`src/rtl/core/rred_pkg.sv`:
```
// shared types, codes and code tables for the remote report event decoder
// no dependencies; imported by every module of the block
package rred_pkg;

   localparam int unsigned CSR_ADDR_W = 3;
   localparam int unsigned CSR_DATA_W = 32;
   localparam int unsigned FIFO_DEPTH = 4;
   localparam int unsigned FIFO_PTR_W = $clog2(FIFO_DEPTH);
   localparam int unsigned FIFO_CNT_W = $clog2(FIFO_DEPTH + 1);

   // register index as seen on paddr[2]
   localparam logic REG_POINTER_GAIN = 1'b0;

   localparam logic [7:0]  GAIN_RESET = 8'd64;
   localparam logic [15:0] POS_RESET  = 16'd32767;
   localparam logic [15:0] POS_MAX    = 16'd65535;
   localparam logic [2:0]  REPORT_LEN = 3'd5;

   localparam logic [1:0] EV_REPORT  = 2'd0;
   localparam logic [1:0] EV_TIMEOUT = 2'd1;
   localparam logic [1:0] EV_GONE    = 2'd2;

   localparam logic [7:0] TYPE_POINTER = 8'h01;
   localparam logic [7:0] PTR_MOVE     = 8'h00;
   localparam logic [7:0] PTR_LEFT     = 8'h01;
   localparam logic [7:0] PTR_RIGHT    = 8'h02;

   localparam logic [3:0] ACT_KEY_ONCE = 4'd0;
   localparam logic [3:0] ACT_KEY_HELD = 4'd1;
   localparam logic [3:0] ACT_RELEASE  = 4'd2;
   localparam logic [3:0] ACT_POINTER  = 4'd3;
   localparam logic [3:0] ACT_INFO     = 4'd4;
   localparam logic [3:0] ACT_CONTEXT  = 4'd5;
   localparam logic [3:0] ACT_TITLE    = 4'd6;
   localparam logic [3:0] ACT_UNKNOWN  = 4'd7;
   localparam logic [3:0] ACT_GONE     = 4'd8;

   localparam logic [1:0] RIGHT_CLICK_START = 2'd2;

   // report bytes packed byte0 first
   localparam int unsigned NUM_REL = 3;
   localparam logic [39:0] REL_CODES [NUM_REL] = '{
      40'h02_00_00_00_55,
      40'h03_00_55_55_55,
      40'h01_00_00_00_00
   };

   localparam int unsigned NUM_KEYS = 9;
   localparam logic [39:0] KEY_CODES [NUM_KEYS] = '{
      40'h03_02_55_55_55,
      40'h02_02_00_00_55,
      40'h02_80_00_00_55,
      40'h02_00_02_00_55,
      40'h02_00_00_01_55,
      40'h02_00_00_02_55,
      40'h02_00_01_00_55,
      40'h02_10_00_00_55,
      40'h02_00_10_00_55
   };
   localparam logic [NUM_KEYS-1:0] KEY_REPEATS = 9'b1_1000_0000;

   typedef struct packed {
      logic [1:0] event_kind;
      logic [2:0] report_length;
      logic [7:0] report_byte0;
      logic [7:0] report_byte1;
      logic [7:0] report_byte2;
      logic [7:0] report_byte3;
      logic [7:0] report_byte4;
   } req_type;

   typedef struct packed {
      logic [3:0]  action;
      logic [3:0]  key_index;
      logic [15:0] pointer_x;
      logic [15:0] pointer_y;
      logic        last_of_run;
   } rsp_type;

   // results of one decoded item, handed to the result queue
   typedef struct packed {
      logic [1:0] count;
      rsp_type    res0;
      rsp_type    res1;
   } decode_out_type;

endpackage

```
`src/rtl/core/remote_report_event_decoder.sv`:
```
// Remote report event decoder: an item is registered on entry, decoded against the
// decoder state by combinational logic and written as zero, one or two results into
// a four-entry result queue that drives the rsp_ port. A new item is taken every
// cycle while the queue has room for two results; with the result side always
// ready the block sustains one item per cycle for single-result items, while items
// that give two results are limited by the single result port. The first result of
// an item passes through the input register and the result queue before it is
// offered on rsp_, and the queue holds it there until rsp_ready takes it.
// pointer_gain (byte address 0) resets to 64 and should be written only while idle.
// depends on rred_pkg, rred_decode, rred_result_fifo
module remote_report_event_decoder (
   input  logic                                clock,
   input  logic                                reset,
   input  logic                                req_valid,
   output logic                                req_ready,
   input  rred_pkg::req_type                   req_data,
   output logic                                rsp_valid,
   input  logic                                rsp_ready,
   output rred_pkg::rsp_type                   rsp_data,
   input  logic                                psel,
   input  logic                                penable,
   input  logic                                pwrite,
   input  logic [rred_pkg::CSR_ADDR_W-1:0]     paddr,
   input  logic [rred_pkg::CSR_DATA_W-1:0]     pwdata,
   output logic [rred_pkg::CSR_DATA_W-1:0]     prdata,
   output logic                                pready
);
   import rred_pkg::*;

   logic           in_valid_ff, in_valid_in;
   req_type        in_item_ff;
   logic [7:0]     gain_ff;
   logic           fire;
   logic           room;
   logic           csr_write;
   decode_out_type dec;

   assign pready    = 1'b1;
   assign csr_write = psel && penable && pwrite && pready && (paddr[2] == REG_POINTER_GAIN);
   assign prdata    = (paddr[2] == REG_POINTER_GAIN) ? {24'd0, gain_ff} : '0;

   assign fire      = in_valid_ff && room;
   assign req_ready = !in_valid_ff || fire;

   always_comb begin
      in_valid_in = in_valid_ff;
      if (req_valid && req_ready) begin
         in_valid_in = 1'b1;
      end else if (fire) begin
         in_valid_in = 1'b0;
      end
   end

   always_ff @(posedge clock) begin
      if (reset) begin
         in_valid_ff <= 1'b0;
         gain_ff     <= GAIN_RESET;
      end else begin
         in_valid_ff <= in_valid_in;
         if (csr_write) begin
            gain_ff <= pwdata[7:0];
         end
      end
   end

   always_ff @(posedge clock) begin
      if (req_valid && req_ready) begin
         in_item_ff <= req_data;
      end
   end

   rred_decode u_decode (
      .clock (clock),
      .reset (reset),
      .item  (in_item_ff),
      .fire  (fire),
      .gain  (gain_ff),
      .dec   (dec)
   );

   rred_result_fifo u_fifo (
      .clock     (clock),
      .reset     (reset),
      .push      (fire),
      .dec       (dec),
      .room      (room),
      .rsp_valid (rsp_valid),
      .rsp_ready (rsp_ready),
      .rsp_data  (rsp_data)
   );

endmodule

```
`src/rtl/core/rred_decode.sv`:
```
// decode logic for one item plus the decoder state (repeat, right click, position)
// depends on rred_pkg
module rred_decode (
   input  logic                    clock,
   input  logic                    reset,
   input  rred_pkg::req_type       item,
   input  logic                    fire,
   input  logic [7:0]              gain,
   output rred_pkg::decode_out_type dec
);
   import rred_pkg::*;

   logic        repeat_armed_ff, repeat_armed_in;
   logic [1:0]  countdown_ff, countdown_in;
   logic [15:0] pos_x_ff, pos_x_in;
   logic [15:0] pos_y_ff, pos_y_in;

   logic [39:0] bytes;
   logic        is_rel;
   logic        hit;
   logic [3:0]  hit_idx;
   logic [15:0] moved_x, moved_y;
   rsp_type     res0, res1;
   logic [1:0]  n;

   function automatic logic [15:0] move_axis(logic [15:0] pos, logic [7:0] d, logic [7:0] g);
      logic signed [8:0]  ds;
      logic signed [8:0]  gs;
      logic signed [17:0] prod;
      logic signed [18:0] sum;
      ds   = {d[7], d};
      gs   = {1'b0, g};
      prod = ds * gs;
      sum  = $signed({3'b000, pos}) + $signed({prod[17], prod});
      if (sum[18]) begin
         move_axis = '0;
      end else if (|sum[17:16]) begin
         move_axis = POS_MAX;
      end else begin
         move_axis = sum[15:0];
      end
   endfunction

   assign bytes = {item.report_byte0, item.report_byte1, item.report_byte2,
                   item.report_byte3, item.report_byte4};

   always_comb begin
      is_rel = 1'b0;
      for (int i = 0; i < NUM_REL; i++) begin
         if (bytes == REL_CODES[i]) is_rel = 1'b1;
      end
   end

   // table entries are distinct; descending scan leaves the lowest match
   always_comb begin
      hit     = 1'b0;
      hit_idx = '0;
      for (int i = NUM_KEYS - 1; i >= 0; i--) begin
         if (bytes == KEY_CODES[i]) begin
            hit     = 1'b1;
            hit_idx = 4'(i);
         end
      end
   end

   assign moved_x = move_axis(pos_x_ff, item.report_byte2, gain);
   assign moved_y = move_axis(pos_y_ff, item.report_byte3, gain);

   always_comb begin
      res0            = '0;
      res1            = '0;
      n               = '0;
      repeat_armed_in = repeat_armed_ff;
      countdown_in    = countdown_ff;
      pos_x_in        = pos_x_ff;
      pos_y_in        = pos_y_ff;
      if (item.event_kind == EV_GONE) begin
         res0.action = ACT_GONE;
         n           = 2'd1;
      end else if (item.event_kind == EV_TIMEOUT) begin
         if (countdown_ff == 2'd1) begin
            countdown_in = '0;
            res0.action  = ACT_INFO;
            n            = 2'd1;
         end
      end else if (item.event_kind == EV_REPORT && item.report_length == REPORT_LEN) begin
         if (is_rel) begin
            if (repeat_armed_ff) begin
               res0.action = ACT_RELEASE;
               n           = 2'd1;
            end
            if (countdown_ff != 2'd0) begin
               countdown_in = countdown_ff - 2'd1;
               if (countdown_ff == 2'd1) begin
                  if (repeat_armed_ff) begin
                     res1.action = ACT_CONTEXT;
                     n           = 2'd2;
                  end else begin
                     res0.action = ACT_CONTEXT;
                     n           = 2'd1;
                  end
               end
            end
         end else if (item.report_byte0 == TYPE_POINTER) begin
            if (item.report_byte1 == PTR_MOVE) begin
               if (item.report_byte2 != 8'd0 || item.report_byte3 != 8'd0) begin
                  pos_x_in       = moved_x;
                  pos_y_in       = moved_y;
                  res0.action    = ACT_POINTER;
                  res0.pointer_x = moved_x;
                  res0.pointer_y = moved_y;
                  n              = 2'd1;
               end
            end else if (item.report_byte1 == PTR_LEFT) begin
               res0.action = ACT_TITLE;
               n           = 2'd1;
            end else if (item.report_byte1 == PTR_RIGHT) begin
               countdown_in = RIGHT_CLICK_START;
            end
         end else if (hit) begin
            repeat_armed_in = KEY_REPEATS[hit_idx];
            res0.action     = KEY_REPEATS[hit_idx] ? ACT_KEY_HELD : ACT_KEY_ONCE;
            res0.key_index  = hit_idx;
            n               = 2'd1;
         end else begin
            res0.action = ACT_UNKNOWN;
            n           = 2'd1;
         end
      end
      res0.last_of_run = (n == 2'd1);
      res1.last_of_run = (n == 2'd2);
   end

   assign dec.count = n;
   assign dec.res0  = res0;
   assign dec.res1  = res1;

   always_ff @(posedge clock) begin
      if (reset) begin
         repeat_armed_ff <= 1'b0;
         countdown_ff    <= '0;
         pos_x_ff        <= POS_RESET;
         pos_y_ff        <= POS_RESET;
      end else if (fire) begin
         repeat_armed_ff <= repeat_armed_in;
         countdown_ff    <= countdown_in;
         pos_x_ff        <= pos_x_in;
         pos_y_ff        <= pos_y_in;
      end
   end

endmodule

```
`src/rtl/core/rred_result_fifo.sv`:
```
// small result queue: takes up to two results a cycle, hands out one
// depends on rred_pkg
module rred_result_fifo (
   input  logic                     clock,
   input  logic                     reset,
   input  logic                     push,
   input  rred_pkg::decode_out_type dec,
   output logic                     room,
   output logic                     rsp_valid,
   input  logic                     rsp_ready,
   output rred_pkg::rsp_type        rsp_data
);
   import rred_pkg::*;

   rsp_type                entry_ff [FIFO_DEPTH];
   logic [FIFO_PTR_W-1:0]  wr_ptr_ff, wr_ptr_in;
   logic [FIFO_PTR_W-1:0]  rd_ptr_ff, rd_ptr_in;
   logic [FIFO_CNT_W-1:0]  count_ff, count_in;
   logic [1:0]             push_n;
   logic                   pop;
   logic [FIFO_PTR_W-1:0]  wr_ptr_next;

   assign push_n      = push ? dec.count : 2'd0;
   assign pop         = rsp_valid && rsp_ready;
   assign wr_ptr_next = wr_ptr_ff + FIFO_PTR_W'(1);

   // room for a worst-case item of two results, counting a result leaving this cycle
   assign room = (count_ff <= FIFO_CNT_W'(FIFO_DEPTH - 2))
              || (pop && count_ff == FIFO_CNT_W'(FIFO_DEPTH - 1));

   assign rsp_valid = (count_ff != '0);
   assign rsp_data  = entry_ff[rd_ptr_ff];

   assign wr_ptr_in = wr_ptr_ff + FIFO_PTR_W'(push_n);
   assign rd_ptr_in = rd_ptr_ff + FIFO_PTR_W'(pop);
   assign count_in  = count_ff + FIFO_CNT_W'(push_n) - FIFO_CNT_W'(pop);

   always_ff @(posedge clock) begin
      if (push_n != 2'd0) begin
         entry_ff[wr_ptr_ff] <= dec.res0;
      end
      if (push_n == 2'd2) begin
         entry_ff[wr_ptr_next] <= dec.res1;
      end
   end

   always_ff @(posedge clock) begin
      if (reset) begin
         wr_ptr_ff <= '0;
         rd_ptr_ff <= '0;
         count_ff  <= '0;
      end else begin
         wr_ptr_ff <= wr_ptr_in;
         rd_ptr_ff <= rd_ptr_in;
         count_ff  <= count_in;
      end
   end

endmodule

```
`config.mk`:
```
export PLATFORM = sky130hd
export DESIGN_NAME = remote_report_event_decoder
export DESIGN_NICKNAME = d
export VERILOG_FILES = /design/src/rtl/core/rred_pkg.sv /design/src/rtl/core/remote_report_event_decoder.sv /design/src/rtl/core/rred_decode.sv /design/src/rtl/core/rred_result_fifo.sv
export SDC_FILE = /design/constraint.sdc
export NUM_CORES = 1
export LEC_CHECK = 0
export ABC_AREA = 0
export BUFFER_PORTS_ARGS = -buffer_cell sky130_fd_sc_hd__buf_2
export CAP_MARGIN = 20
export CORE_UTILIZATION = 45
export DETAILED_ROUTE_END_ITERATION = 8
export PLACE_DENSITY_LB_ADDON = 0.12
export RECOVER_POWER = 25
export SYNTH_ARGS = -nofsm -noshare
export SYNTH_HDL_FRONTEND = slang
export SYNTH_SLANG_ARGS = --single-unit
```
`constraint.sdc`:
```
create_clock -name clock -period 8.24 [get_ports clock]
set_input_delay 0.824 -clock clock [delete_from_list [all_inputs] [get_ports clock]]
set_output_delay 0.824 -clock clock [all_outputs]
set_load 0.01 [all_outputs]
```
# == Word level (Yosys, flattened, before mapping) ==
# Memory sizes are Yosys's and may differ from the RTL's. A register that Yosys moved wholly into a read port is not among the register bits.
# Index checks and enable logic that the tools add are counted.
# op_classes
n_shift,0
magnitude_cmp,2
bitwise,5
mux,87
n_eq_ne,27
n_mul,2
n_div,0
n_reduce_logical,28
addsub,8
# op_table
op,count
== test 40 x 34 -> 1 bit (second input constant),11
2-to-1 mux 36 bit,3
2-to-1 mux 4 bit,25
2-to-1 mux 32 bit,3
2-to-1 mux 16 bit,4
2-to-1 mux 2 bit,22
== test 40 x 33 -> 1 bit (second input constant),1
2-to-1 mux 40 bit,1
adder 17 x 17 -> 18 bit,2
multiplier 8 x 9 -> 17 bit,2
2-to-1 mux 1 bit,24
== test 8 x 1 -> 1 bit (second input constant),2
nonzero test 8 bit,2
2-to-1 mux 3 bit,4
AND reduction 9 bit,1
nonzero test 3 bit,3
== test 8 x 2 -> 1 bit (second input constant),1
logical AND 1 bit,8
zero test 8 bit,1
2-to-1 mux 8 bit,1
AND reduction 8 bit,1
nonzero test 2 bit,4
AND reduction 7 bit,1
== test 2 x 1 -> 1 bit (second input constant),3
other kinds (19),29
# totals
rom_bits,16
mem_bits_rw,164
latch_bits,0
output_inout_bits,76
regBits,96
memories,2
input_bits,87
# memory_table
memory,depth,word_bits,rd,rd_ports_with_merged_regs,write_ports,line,text
u_fifo.entry_ff,4,41,1,1,2,rred_result_fifo.sv:15,rsp_type entry_ff [FIFO_DEPTH];
(no name shown),16,1,1,0,0,rred_decode.sv:121,repeat_armed_in = KEY_REPEATS[hit_idx];

# == Longest topological paths before layout ==
# logic_depth
word_depth,19
ltp_mapped,22
ltp_nobuf,20

# == Modules after synthesis ==
# Synthesis repeated with hierarchy kept, for this count alone.
# hier_totals
cells_unflattened,1616
area_unflattened_um2,18775.5
# by_module_without_submodules
mod,instances,cells_per_inst,area_each_um2
rred_result_fifo,1,450,8480.6
rred_decode,1,1045,8270.4
remote_report_event_decoder,1,121,2024.4

# == Worst setup path before layout ==
# No wires, ideal clock.
# synth_timing
path_kind,register to register
from,register gain_ff[6]
to,register u_decode.pos_x_ff[12]
stages_incl_launch_ff,23
setup_ns,0.076
arrival_ns,5.708
setup_slack_ns,2.456
path_buffers,3
synth_period_minus_slack_ns,5.784
t_required_ns,8.164
path_cell_list,dfxtp_1 > clkbuf_1 > clkbuf_1 > nand2_1 > fa_1 > inv_1 > fa_1 > inv_1 > fa_1 > inv_1 > fa_1 > fa_1 > ha_1 > o21ai_0 > nor2_1 > o21a_1 > a41o_1 > or4_1 > a31oi_1 > xnor2_1 > clkbuf_1 > o21ai_0 > o21ai_0
# synth_via
elab_chain_len,5
# synth_rtl
item,line,text
"start, declared",remote_report_event_decoder.sv:32,logic [7:0] gain_ff;
"start signal, assigned",remote_report_event_decoder.sv:61,gain_ff <= pwdata[7:0];
multiplier 8 x 9 -> 17 bit (*),rred_decode.sv:33,prod = ds * gs;
adder 17 x 17 -> 18 bit (*),rred_decode.sv:34,"sum = $signed({3'b000, pos}) + $signed({prod[17], prod});"
OR reduction 2 bit,rred_decode.sv:37,end else if (|sum[17:16]) begin
2-to-1 mux 16 bit,rred_decode.sv:37,
2-to-1 mux 16 bit (*),rred_decode.sv:35,if (sum[18]) begin
"end signal, assigned",rred_decode.sv:147,pos_x_ff <= pos_x_in;
"end, declared",rred_decode.sv:15,"logic [15:0] pos_x_ff, pos_x_in;"
# Every way passes the cells marked *; elsewhere a longest branch is shown, timed or not.
# A chain may end at the register's enable or synchronous reset.

# == Worst setup path in the final report ==
# layout_timing
from,register gain_ff[4]
to,register u_decode.pos_x_ff[14]
# The elaborated chain is that of the path after synthesis.

==> metrics.md <==
| Metric | Value |
|---|---|
| H-Tree Depth | `1` |
| Max-cap violations | `2` |
| Via count | `approximately 11k` |
| Hold Path End | `in_item_ff[23]` |
| Vias per inst | `about 5.5` |
| Nets | `about 1.9k` |
| Skew final | `roughly 0.014 ns` |
| Most frequent CP cell | `fa_1` |
| Lkg Pwr | `between 7 and 8 nW` |
| Peak VDD IR | `between 0.0002 and 0.00025 V` |
| Crit path kind | `register to register` |
| Starting DRC count in detailed routing | `around 530` |
| Wl on met1 | `between 15 and 20 mm` |
| Slowest stage delay, CP | `about 0.90 ns` |
| CP Capture Type | `register` |
| WL met3 | `approximately 1.5 mm` |
| Final worst path period share | `83.74%` |
| Die X | `~190 um` |
| RSZ-0062 raised after global routing | `false` |
| CP required | `8.71 ns` |
| Core area | `around 35000 um2` |
| Post-synth EDFFs | `57` |
| WL met2 | `19.08 mm` |
| Post-synthesis sequential area ratio | `36.32%` |
| Multi-input gate area | `9128 um2` |
| Crit-path leading delay family | `adder cells` |
| FF-to-FF Start | `gain_ff[4]` |
| Post-Syn Area | `roughly 16000 um2` |
| TritonCTS buffer count | `29` |
| FF/Latch Area | `around 5800 um2` |
| Final WL | `around 38 mm` |
| Sequential share of power | `between 30% and 40%` |
| Part of the power in combinational logic | `between 30% and 40%` |
| Initial antenna violation count | `1` |
| CP Buf/Inv Count | `3` |
| IO Pins | `about 160` |
| Clock transition at path regs | `~0.070 ns` |
| DRT antenna net count | `0` |
| Clock Sink Count | `260` |
| Final Power | `approximately 0.0040 W` |
| Max Fclk | `roughly 140 MHz` |
| Minimum setup slack among reg-to-reg paths | `between 1 and 1.5 ns` |
| Area Growth Syn to Fin | `10.99%` |
| WL/cell | `between 15 and 20 um` |
| Primary FF master, synth | `dfxtp_1` |
| Max Transition Viols Final | `100` |
| Failing checks | `max-capacitance violations, max-slew violations` |
| Setup tns final | `0 ns` |
| IO buf count | `111` |
| Worst slew pin tran | `between 2 and 3 ns` |
| Yosys reg bits | `260` |
| Setup ws final | `~1.3 ns` |
| DRT Pass-1 Iters | `5` |
| Final setup violation count | `0` |
| Max Fanout on Critical Path | `18` |
| Crit path time final | `~6.9 ns` |
| Outcome | `finished with violations` |
| Largest net degree at the start of global routing | `65` |
| DP HPWL | `approximately 26 mm` |
| Worst EP arrival | `around 7.4 ns` |
| Initial Utilization | `a little under half` |
| Hold buffer count at CTS | `0` |
| Total track usage | `between 20% and 30%` |
| Worst Setup Start Kind | `register` |
| YS warnings | `0` |
| PostCTS Resize Cnt | `0` |
| Pint | `~0.0026 W` |
| Top sig layer | `met4` |
| Clock power frac | `between 30% and 40%` |
| Total global routing overflow | `0` |
| Worst R2R Path Depth | `20` |
| First-pass GRT wire length | `between 60 and 70 mm` |
| Drc violations | `0` |
| FILL cells | `3212` |
| Max clock buf depth | `3` |
| Final-report hold violation count | `0` |
| Setup Fix Bufs, Post-CTS | `0` |
| Pwr Density | `227.1 nW/um2` |
| Vias in the first global route | `~12k` |
| Hold path depth | `1` |
| RD Place Congestion | `roughly 0.85` |
| Psw | `between 0.001 and 0.0015 W` |
| Clock root cell | `clkbuf_16` |
| Layout cells sized above 1 | `between 15 and 20%` |
| CP Cell Sequence | `nand2_1, fa_1, inv_1, fa_1, ha_1, inv_1, fa_1, inv_1, ha_1, ha_1, fa_1, a211oi_1, o21ai_0, a31oi_1, o21bai_1, a211oi_1, o21bai_1, xor2_1, o21ai_0, o21ai_0` |
| Die Y | `about 190 um` |
| DIE AREA | `36090 um2` |
| Mapped Avg Cell Area | `10.33 um2` |
| CTS tree | `done` |
| Synth cell types | `69` |
| Normalized max-slew margin | `-90.65%` |
| Critical path's slowest cell | `dfxtp_1` |
| Mapped Cells | `roughly 1.5k` |
| Row cnt | `between 60 and 70` |
| Sw Share | `35.96%` |
| Hold_sp | `req_data[23]` |
| Post-synth ARST share | `0%` |
| Worst Hold Class | `primary input to register` |
| R2r endpoint | `u_decode.pos_x_ff[14]` |
| Clk_lat worst skew | `0.55 ns` |
| Pre-CTS WS | `between 1 and 1.5 ns` |
-- cells in the mapped netlist (all sizes together) (2+ instances only) --
cell type / instances / area [um2]
a211oi: 6 / 45.04
a21boi: 5 / 37.53
a21o: 7 / 52.55
a21oi: 56 / 280.3
a22o: 2 / 17.52
a31oi: 7 / 43.79
a41o: 2 / 20.02
and2: 68 / 429.2
and3: 3 / 18.77
and4b: 2 / 20.02
buf: 46 / 310.3
clkbuf: 57 / 214.0
conb: 2 / 7.510
dfxtp: 203 / 4064
edfxtp: 57 / 1712
fa: 104 / 2082
ha: 114 / 1426
inv: 155 / 581.8
mux2i: 2 / 20.02
mux4: 41 / 923.4
nand2: 153 / 574.3
nand2b: 6 / 37.54
nand3: 21 / 110.1
nand3b: 7 / 52.55
nand4: 3 / 25.02
nand4b: 5 / 43.79
nor2: 62 / 240.2
nor2b: 15 / 93.84
nor3: 13 / 80.08
nor4: 11 / 83.83
nor4b: 3 / 56.31
o211ai: 4 / 35.03
o21a: 5 / 37.54
o21ai: 129 / 656.9
o21bai: 5 / 37.54
o2bb2ai: 111 / 1028
o31ai: 4 / 30.03
or3: 2 / 12.51
xnor2: 26 / 227.7
xor2: 4 / 35.03
-- area by class of cell --
cell class                 instances  share of cell area, %
multi-input combinational       1044                  51.71
sequential                       260                  32.74
clock buffer                      35                  4.530
timing repair buffer             125                  3.714
inverter                         155                  3.296
tap                              455                  3.225
clock inverter                    18                 0.7727
antenna                            1                0.01418
-- power groups by stage --
stage | clock network [W] | logic [W] | registers (W)
final | 0.00127 | 0.00135 | 0.00139
after global routing | 0.00136 | 0.00152 | 0.00139
after CTS | 0.00131 | 0.00136 | 0.00139
after detailed placement | 0 | 0.00135 | 0.00142
after global placement | 0 | 0.00134 | 0.00141
after floorplan | 0 | 0.000992 | 0.00138
-- layout by cell type, fill, tap and decap left out, types with 57 or more instances in the layout --
cell type / n
buf_2: 110
o21ai_0: 126
and2_1: 65
dfxtp_1: 201
o2bb2ai_1: 102
fa_1: 104
inv_1: 153
nor2_1: 61
nand2_1: 152
ha_1: 114
edfxtp_1: 57
-- state kept, by name, indices dropped and copies added, names as in the netlist --
| name | count |
|---|---|
| in_item_ff | 45 |
| u_fifo.count_ff | 3 |
| u_decode.repeat_armed_ff | 1 |
| in_valid_ff | 1 |
| u_fifo.wr_ptr_ff | 2 |
| u_decode.pos_x_ff | 16 |
| u_decode.countdown_ff | 2 |
| u_fifo.entry_ff | 164 |
| gain_ff | 8 |
| u_decode.pos_y_ff | 16 |
| u_fifo.rd_ptr_ff | 2 |
-- metal layers --
| metal | vias up | global-route usage [%] |
|---|---|---|
| met5 | - | 0 |
| met4 | 0 | 7.878 |
| met3 | 73 | 2.675 |
| met2 | 252 | 39.15 |
| met1 | 5654 | 26.80 |
| li1 | 5455 | - |
-- how the worst max path moves through the flow --
stage,from,endpoint,slack (ns),cells after the start
after detailed placement,gain_ff[4],u_decode.pos_x_ff[11],1.33,20
after CTS,gain_ff[4],u_decode.pos_x_ff[11],1.29,20
after global placement,gain_ff[4],u_fifo.entry_ff[2][30],1.38,20
after global routing,gain_ff[4],u_decode.pos_x_ff[11],0.77,20
after floorplan,gain_ff[6],u_decode.pos_x_ff[12],2.46,22
final,gain_ff[4],u_decode.pos_x_ff[14],1.34,20
-- cell families after synthesis --
| family | synth area share (%) |
|---|---|
| flops | 36.32 |
| mux | 6.003 |
| compound gates | 14.95 |
| other cells | 0.04722 |
| buf+inv | 6.955 |
| xor+xnor | 1.652 |
| fa+ha+maj | 22.06 |
| simple gates | 12.01 |
-- metrics by stage --
step                      area (um2)  std cells  hold WS, ns  util [%]
final                          17650       2093       0.4434     50.97
after global routing           17650       2092       0.4187     50.96
after CTS                      17630       2089       0.4201     50.92
after detailed placement       16700       2036       0.4385     48.22
after global placement         16700       2036       0.4304     48.22
after floorplan                15990       1562       0.4198         -
Power figures use the tool's default switching activity.
